--- src/rtl/spq_pkg.sv ---
`timescale 1ns / 1ps
`default_nettype none
package spq_pkg;

   // default sizes of the store
   localparam int SPQ_CAPACITY = 16;
   localparam int SPQ_KEY_W    = 32;
   localparam int SPQ_DATA_W   = 32;

   typedef enum logic [1:0] {
      CMD_INSERT   = 2'd0,
      CMD_POP_HEAD = 2'd1,
      CMD_POP_TAIL = 2'd2,
      CMD_PEEK     = 2'd3
   } spq_cmd_type;

   // insert placement; the unused code acts as sorted
   localparam logic [1:0] MODE_SORTED = 2'd0;
   localparam logic [1:0] MODE_STACK  = 2'd1;
   localparam logic [1:0] MODE_QUEUE  = 2'd2;

   typedef struct packed {
      logic       ins;
      logic       pop_head;
      logic [1:0] mode;
   } spq_ctl_type;

endpackage
`default_nettype wire

--- src/rtl/spq_cell.sv ---
`timescale 1ns / 1ps
`default_nettype none
module spq_cell #(
   parameter int INDEX  = 0,
   parameter int KEY_W  = spq_pkg::SPQ_KEY_W,
   parameter int DATA_W = spq_pkg::SPQ_DATA_W,
   parameter int CNT_W  = 5
) (
   input  wire                      clock,
   input  spq_pkg::spq_ctl_type     ctl,
   input  wire  [CNT_W-1:0]         count,
   input  wire  signed [KEY_W-1:0]  new_key,
   input  wire  [DATA_W-1:0]        new_data,
   input  wire  signed [KEY_W-1:0]  left_key,
   input  wire  [DATA_W-1:0]        left_data,
   input  wire  signed [KEY_W-1:0]  right_key,
   input  wire  [DATA_W-1:0]        right_data,
   input  wire                      shift_in,
   output logic                     shift_out,
   output logic signed [KEY_W-1:0]  key,
   output logic [DATA_W-1:0]        data,
   output logic                     is_tail
);
   import spq_pkg::*;

   logic signed [KEY_W-1:0] key_ff, key_in;
   logic [DATA_W-1:0]       data_ff, data_in;
   logic                    occupied;
   logic                    goes_here;

   assign occupied = count > CNT_W'(INDEX);
   assign is_tail  = count == CNT_W'(INDEX + 1);

   // first cell that claims the new entry marks the insert point
   always_comb begin
      unique case (ctl.mode)
         MODE_STACK: goes_here = 1'b1;
         MODE_QUEUE: goes_here = !occupied;
         default:    goes_here = !occupied || (new_key < key_ff);
      endcase
   end

   assign shift_out = shift_in || goes_here;

   always_comb begin
      key_in  = key_ff;
      data_in = data_ff;
      priority if (ctl.ins && shift_in) begin
         key_in  = left_key;
         data_in = left_data;
      end else if (ctl.ins && goes_here) begin
         key_in  = new_key;
         data_in = new_data;
      end else if (ctl.pop_head) begin
         key_in  = right_key;
         data_in = right_data;
      end
   end

   always_ff @(posedge clock) begin
      key_ff  <= key_in;
      data_ff <= data_in;
   end

   assign key  = key_ff;
   assign data = data_ff;

endmodule
`default_nettype wire

--- src/rtl/sorted_priority_queue.sv ---
`timescale 1ns / 1ps
`default_nettype none
// sorted double-ended priority queue built as a row of shifting cells
// commands: a transfer happens at a rising edge with start high and busy low;
//   req_command picks insert, remove head, remove tail or peek, and an insert
//   carries req_item_key (signed) and req_item_data
// placement of an insert follows queue_mode (register 0 on the apb port):
//   sorted (after all equal or smaller keys), stack (head) or queue (tail)
// every cell compares the new key in parallel and the whole row shifts together,
//   so busy stays low and a command is taken every cycle
// the result is shown in the cycle after the command transfer, for one
//   cycle, marked by rsp_strobe; it gives head and tail entries, count, empty,
//   full and a rejected flag (insert when full, removal when empty)
// throughput: one command per clock cycle, since busy is never raised
// the receiver cannot hold results off, so nothing is ever backed up
// reset (synchronous, active high) empties the store, clears the strobe and
//   returns queue_mode to sorted; cell contents are left as they are since the
//   count alone decides which cells are occupied
module sorted_priority_queue #(
   parameter int CAPACITY = spq_pkg::SPQ_CAPACITY,
   parameter int KEY_W    = spq_pkg::SPQ_KEY_W,
   parameter int DATA_W   = spq_pkg::SPQ_DATA_W,
   localparam int CNT_W   = $clog2(CAPACITY + 1)
) (
   input  wire                     clock,
   input  wire                     reset,
   // command channel
   input  wire                     start,
   output logic                    busy,
   input  wire  [1:0]              req_command,
   input  wire  signed [KEY_W-1:0] req_item_key,
   input  wire  [DATA_W-1:0]       req_item_data,
   // result channel
   output logic                    rsp_strobe,
   output logic signed [KEY_W-1:0] rsp_head_key,
   output logic [DATA_W-1:0]       rsp_head_data,
   output logic signed [KEY_W-1:0] rsp_tail_key,
   output logic [DATA_W-1:0]       rsp_tail_data,
   output logic [CNT_W-1:0]        rsp_entry_count,
   output logic                    rsp_is_empty,
   output logic                    rsp_is_full,
   output logic                    rsp_rejected,
   // register port
   input  wire                     psel,
   input  wire                     penable,
   input  wire                     pwrite,
   input  wire  [2:0]              paddr,
   input  wire  [31:0]             pwdata,
   output logic [31:0]             prdata,
   output logic                    pready
);
   import spq_pkg::*;

   // register index from the byte address
   localparam logic REG_QUEUE_MODE = 1'b0;

   logic                    accept;
   logic                    full;
   logic                    empty;
   spq_ctl_type             ctl;

   logic [CNT_W-1:0]        count_ff, count_in;
   logic [1:0]              mode_ff, mode_in;
   logic                    strobe_ff;
   logic                    rejected_ff, rejected_in;

   logic signed [KEY_W-1:0] cell_key   [CAPACITY];
   logic [DATA_W-1:0]       cell_data  [CAPACITY];
   logic                    cell_tail  [CAPACITY];
   logic                    cell_shift [CAPACITY+1];

   logic signed [KEY_W-1:0] tail_key;
   logic [DATA_W-1:0]       tail_data;

   // the whole row shifts together, so a new command can follow at once
   assign busy   = 1'b0;
   assign accept = start && !busy;

   assign full  = count_ff == CNT_W'(CAPACITY);
   assign empty = count_ff == '0;

   // ------------------------------------------------------------------
   // register port: one register, written on the access phase
   // ------------------------------------------------------------------
   assign pready = 1'b1;

   always_comb begin
      mode_in = mode_ff;
      if (psel && penable && pwrite && pready && paddr[2] == REG_QUEUE_MODE) begin
         mode_in = pwdata[1:0];
      end
   end

   always_comb begin
      prdata = '0;
      if (paddr[2] == REG_QUEUE_MODE) begin
         prdata = {30'd0, mode_ff};
      end
   end

   // ------------------------------------------------------------------
   // command decode and occupancy count
   // ------------------------------------------------------------------
   always_comb begin
      ctl.ins      = 1'b0;
      ctl.pop_head = 1'b0;
      ctl.mode     = mode_ff;
      count_in     = count_ff;
      rejected_in  = 1'b0;
      if (accept) begin
         unique case (spq_cmd_type'(req_command))
            CMD_INSERT: begin
               if (full) begin
                  rejected_in = 1'b1;
               end else begin
                  ctl.ins  = 1'b1;
                  count_in = count_ff + CNT_W'(1);
               end
            end
            CMD_POP_HEAD: begin
               if (empty) begin
                  rejected_in = 1'b1;
               end else begin
                  ctl.pop_head = 1'b1;
                  count_in     = count_ff - CNT_W'(1);
               end
            end
            CMD_POP_TAIL: begin
               // the last cell simply drops out of the occupied range
               if (empty) begin
                  rejected_in = 1'b1;
               end else begin
                  count_in = count_ff - CNT_W'(1);
               end
            end
            CMD_PEEK: begin
               rejected_in = 1'b0;
            end
            default: begin
               rejected_in = 1'b0;
            end
         endcase
      end
   end

   always_ff @(posedge clock) begin
      if (reset) begin
         count_ff    <= '0;
         mode_ff     <= MODE_SORTED;
         strobe_ff   <= 1'b0;
         rejected_ff <= 1'b0;
      end else begin
         count_ff    <= count_in;
         mode_ff     <= mode_in;
         strobe_ff   <= accept;
         rejected_ff <= rejected_in;
      end
   end

   // ------------------------------------------------------------------
   // row of cells; the insert point ripples head to tail as shift_in
   // ------------------------------------------------------------------
   assign cell_shift[0] = 1'b0;

   for (genvar i = 0; i < CAPACITY; i++) begin : g_cell
      logic signed [KEY_W-1:0] left_key;
      logic [DATA_W-1:0]       left_data;
      logic signed [KEY_W-1:0] right_key;
      logic [DATA_W-1:0]       right_data;

      if (i == 0) begin : g_first
         assign left_key  = req_item_key;
         assign left_data = req_item_data;
      end else begin : g_inner
         assign left_key  = cell_key[i-1];
         assign left_data = cell_data[i-1];
      end

      if (i == CAPACITY - 1) begin : g_last
         // the last cell empties on a head removal, contents do not matter
         assign right_key  = req_item_key;
         assign right_data = req_item_data;
      end else begin : g_mid
         assign right_key  = cell_key[i+1];
         assign right_data = cell_data[i+1];
      end

      spq_cell #(
         .INDEX  (i),
         .KEY_W  (KEY_W),
         .DATA_W (DATA_W),
         .CNT_W  (CNT_W)
      ) u_cell (
         .clock      (clock),
         .ctl        (ctl),
         .count      (count_ff),
         .new_key    (req_item_key),
         .new_data   (req_item_data),
         .left_key   (left_key),
         .left_data  (left_data),
         .right_key  (right_key),
         .right_data (right_data),
         .shift_in   (cell_shift[i]),
         .shift_out  (cell_shift[i+1]),
         .key        (cell_key[i]),
         .data       (cell_data[i]),
         .is_tail    (cell_tail[i])
      );
   end

   // ------------------------------------------------------------------
   // result: tail picked by and-or over the one-hot tail marks
   // ------------------------------------------------------------------
   always_comb begin
      tail_key  = '0;
      tail_data = '0;
      for (int i = 0; i < CAPACITY; i++) begin
         tail_key  = tail_key | (cell_key[i] & {KEY_W{cell_tail[i]}});
         tail_data = tail_data | (cell_data[i] & {DATA_W{cell_tail[i]}});
      end
   end

   assign rsp_strobe      = strobe_ff;
   assign rsp_head_key    = empty ? '0 : cell_key[0];
   assign rsp_head_data   = empty ? '0 : cell_data[0];
   assign rsp_tail_key    = tail_key;
   assign rsp_tail_data   = tail_data;
   assign rsp_entry_count = count_ff;
   assign rsp_is_empty    = empty;
   assign rsp_is_full     = full;
   assign rsp_rejected    = rejected_ff;

   // ------------------------------------------------------------------
   // assertions
   // ------------------------------------------------------------------
   a_count_bound: assert property (@(posedge clock) disable iff (reset)
      count_ff <= CNT_W'(CAPACITY))
      else $error("entry count above capacity");

   a_strobe_follows: assert property (@(posedge clock) disable iff (reset)
      accept |=> rsp_strobe)
      else $error("accepted command produced no result");

   a_full_reject: assert property (@(posedge clock) disable iff (reset)
      accept && req_command == CMD_INSERT && full
      |=> rsp_rejected && $stable(count_ff))
      else $error("insert into full store not rejected");

   a_pop_count: assert property (@(posedge clock) disable iff (reset)
      accept && req_command == CMD_POP_HEAD && !empty
      |=> count_ff == $past(count_ff) - CNT_W'(1))
      else $error("head removal did not lower the count");

   a_reject_flag: assert property (@(posedge clock) disable iff (reset)
      rsp_strobe |-> rsp_rejected == $past(rejected_in))
      else $error("rejected flag lost between command and result");

   a_insert_slot: assert property (@(posedge clock) disable iff (reset)
      ctl.ins |-> cell_shift[CAPACITY])
      else $error("insert found no cell to claim it");

endmodule
`default_nettype wire
--- config.mk ---
export PLATFORM = sky130hd
export DESIGN_NAME = sorted_priority_queue
export DESIGN_NICKNAME = d
export VERILOG_FILES = /design/src/rtl/spq_pkg.sv /design/src/rtl/spq_cell.sv /design/src/rtl/sorted_priority_queue.sv
export SDC_FILE = /design/constraint.sdc
export NUM_CORES = 2
export LEC_CHECK = 0
export BUFFER_PORTS_ARGS = -buffer_cell sky130_fd_sc_hd__clkbuf_2
export CAP_MARGIN = 5
export CELL_PAD_IN_SITES_DETAIL_PLACEMENT = 1
export CELL_PAD_IN_SITES_GLOBAL_PLACEMENT = 1
export CORE_MARGIN = 8
export CORE_UTILIZATION = 38
export DETAILED_ROUTE_END_ITERATION = 6
export PLACE_DENSITY = 0.62
export SLEW_MARGIN = 20
export SYNTH_ARGS = -nofsm -noshare
export SYNTH_HDL_FRONTEND = slang
export SYNTH_SLANG_ARGS = --single-unit
export TNS_END_PERCENT = 1
--- constraint.sdc ---
create_clock -name clock -period 7.3 [get_ports clock]
set_clock_uncertainty 0.15 [all_clocks]
set_input_delay 0.73 -clock clock [delete_from_list [all_inputs] [get_ports clock]]
set_output_delay 0.73 -clock clock [all_outputs]
set_load 0.02 [all_outputs]
==> results.md <==
- Status: finished clean
- Critical path buffer and inverter count: 6
- CTS clk-pin slew, worst paths: 0.06 ns
- Required @ worst endpoint: 7.66 ns
- Clock power frac: 0.220
- Total CTS buffers: 132
- Area Overhead vs Synth: 12.2%
- Synth cell count leaders: 1024 x edfxtp_1, 886 x mux2i_1, 684 x a21oi_1, 522 x inv_1, 506 x ha_1
- Post-Syn Instances: 6866
- Final hold vios: 0
- Area after DPL: 75500 um^2
- DPL Wire Length: 207000 um
- Share of power burned in registers: 0.415
- Starting Density: 0.383
- Switching Fraction: 0.411
- GRT overflow: 0
- Num rows: 158
- Crit-path most repeated cell: buf_4
- Async set or reset register ratio after synthesis: 0
- Crit-path leading delay family: buffers and inverters
- DR vias: 61236
- Initial DRT Pass Iterations: 6
- Leakage: 0.0354 uW
- DR DRC count: 0
- Sequential share of the synthesized area: 0.435
- Worst setup SP type: register
- Drt total wl: 328000 um
- Syn Std Cell Area: 71100 um^2
- Post-synth top area share: 0.433
- Nets: 7509
- Initial antenna violation count: 7
- Crit path max fanout: 49
- Syn Area/Cell: 10.4 um^2
- Maxcap violations: 0
- Share of cells above drive strength 1: 0.139
- Max-slew headroom: 0.157
- PD cells: 379 nW/um^2
- Maximum clock path buffer count: 3
- ANT nets after route: 0
- CTS tree: yes
- Largest net degree at the start of global routing: 129
- GR Util All Layers: 0.314
- Number of global-route vias before repair: 61677
- CP Depth: 15
- Die area: 201000 um^2
- H-tree Lvls: 4
- Die width: 448 um
- Most common cell in the synthesized netlist: edfxtp_1
- Setup repair bufs after CTS: 0
- Cell Int Power: 17800 uW
- I/O pin total: 278
- Worst VDD drop: 0.000319 V
- Reg2Reg Depth: 15
- Core Region: 186000 um^2
- Chip height: 448 um
- Main area contributors after synthesis: edfxtp_1 43%, mux2i_1 12%, ha_1 8.9%, mux2_2 4.9%, a21oi_1 4.8%
- Most used DFF post-synth: edfxtp_1
- Worst-Skew Late Latency: 0.81 ns
- Post-Route Setup TNS: 0 ns
- Yosys reg bits: 1033
- Worst-Margin Slew: 1.26 ns
- DRT iter0 DRCs: 6568
- Largest stage delay, worst path: 0.85 ns
- CTS sink cnt: 1033
- Root Driver: clkbuf_16
- Drt via density: 6.46
- Fillers: 20224
- Routability cong.: 0.928
- Gate power share: 0.365
- Post_cts resized: 0
- Max Fclk: 0.157 GHz
- CP Class: reg2reg
- Switch Pwr: 12400 uW
- Critical Path, Cell by Cell: inv_1 > ha_1 > nand4_1 > buf_4 > a2111oi_0 > buf_4 > or4_1 > a2bb2oi_1 > nand2_8 > and3_1 > buf_4 > nand2_4 > buf_4 > buf_4 > o21ai_0
- RSZ-0062 raised after global routing: false
- WP data arrival: 6.75 ns
- Fin. max-slew vios: 0
- CP Capture Type: register
- First-pass GRT wire length: 461000 um
- Hold Buf Count CTS: 2
- Slowest-stage cell, CP: a2111oi_0
- Hold depth: 2
- Buffers on Ports: 213
- Routed WL per cell: 34.5 um
- EDFF count, synth: 1024
- Final setup violation count: 0
- Leading area contributor after synthesis: edfxtp_1
- Synth Warn #: 0
- Post-synth cell types: 73
- Part of the cycle the worst path needs: 0.875
- Crit path time final: 6.39 ns
- Hold Path Class: in2reg
- Final instance area: 79800 um^2
-- per-stage QoR --
step / instances / total power, uW / util / worst slack (ns) / hold slack (ns)
after global placement: 9240 / 22900 / 0.407 / 0.797 / 0.370
after global routing: 9477 / 31600 / 0.430 / 0.839 / 0.0826
after CTS: 9476 / 30000 / 0.430 / 1.02 / 0.0452
final: 9485 / 30200 / 0.430 / 0.915 / 0.0901
after floorplan: 6896 / 18300 / - / 1.10 / 0.341
after detailed placement: 9240 / 23300 / 0.407 / 0.682 / 0.410
-- area by class of cell --
type | instances | area (um^2) | share of cell area
Tap cell | 2480 | 3100 | 0.0389
Antenna cell | 9 | 22.5 | 0.000282
Multi-Input combinational cell | 4811 | 36600 | 0.459
Inverter | 523 | 1960 | 0.0246
Clock buffer | 163 | 3470 | 0.0435
Clock inverter | 71 | 737 | 0.00924
Timing Repair Buffer | 395 | 2930 | 0.0367
Sequential cell | 1033 | 30900 | 0.388
-- cell usage in the layout, fill, tap and decap left out, types with 31 or more instances in the layout --
master     count
mux2i_1      886
nand3_1       44
buf_12        39
a21o_1        42
inv_1        522
buf_4        141
conb_1        32
a21oi_1      682
nand2_1      468
o21ai_0      456
mux2_2       308
a211oi_1      31
clkbuf_2     213
clkbuf_16    134
nand4_1      135
edfxtp_1    1024
a22o_1       225
a221oi_1     264
ha_1         505
nor2_1       384
and2_1        37
-- routing by layer --
metal  vias up  GRT usage  share of wire
met4         0      0.158          0.059
met2      3140      0.486           0.44
li1      25843          -              -
met3       741     0.0491          0.084
met1     31512      0.426           0.42
met5         -          0              0
-- kinds of logic after synthesis --
family	share of synthesized area
other	0.000106
buffers and inverters	0.0581
xor gates and xnor gates	0.000493
AOI/OAI and AO/OA	0.162
DFF	0.435
and+or+nand+nor	0.0775
adders and majority gates	0.0891
muxes	0.177
-- worst register-to-register path, delay by kind of cell, from the launching register on --
family / cells / cell delay, ns
compound gates: 3 / 1.52
flops: 1 / 0.42
fa+ha+maj: 1 / 0.58
simple gates: 5 / 1.39
buf+inv: 6 / 2.05
-- sequential cells by signal (all words and copies together) (netlist names) --
register / cells
g_cell.u_cell.data: 512
g_cell.u_cell.key: 512
mode_ff: 2
rsp_entry_count: 5
rsp_rejected: 1
rsp_strobe: 1
-- final timing paths --
check             slack, ns                   endpoint                startpoint
hold / removal         0.09                 rsp_strobe                     start
setup / recovery       0.91  g_cell[6].u_cell.data[20]  g_cell[2].u_cell.key[31]
setup reg to reg       0.91  g_cell[6].u_cell.data[20]  g_cell[2].u_cell.key[31]
hold reg to reg        0.41                 mode_ff[0]                mode_ff[0]
-- power groups by stage --
stage	logic, uW	registers [uW]	clock network (uW)
2_1_floorplan	6980	11300	0
3_3_place_gp	10300	12500	0
3_5_place_dp	10800	12600	0
4_1_cts	10900	12500	6720
5_1_grt	11900	12800	6910
6_report	11000	12600	6640
Power figures use the tool's default switching activity.
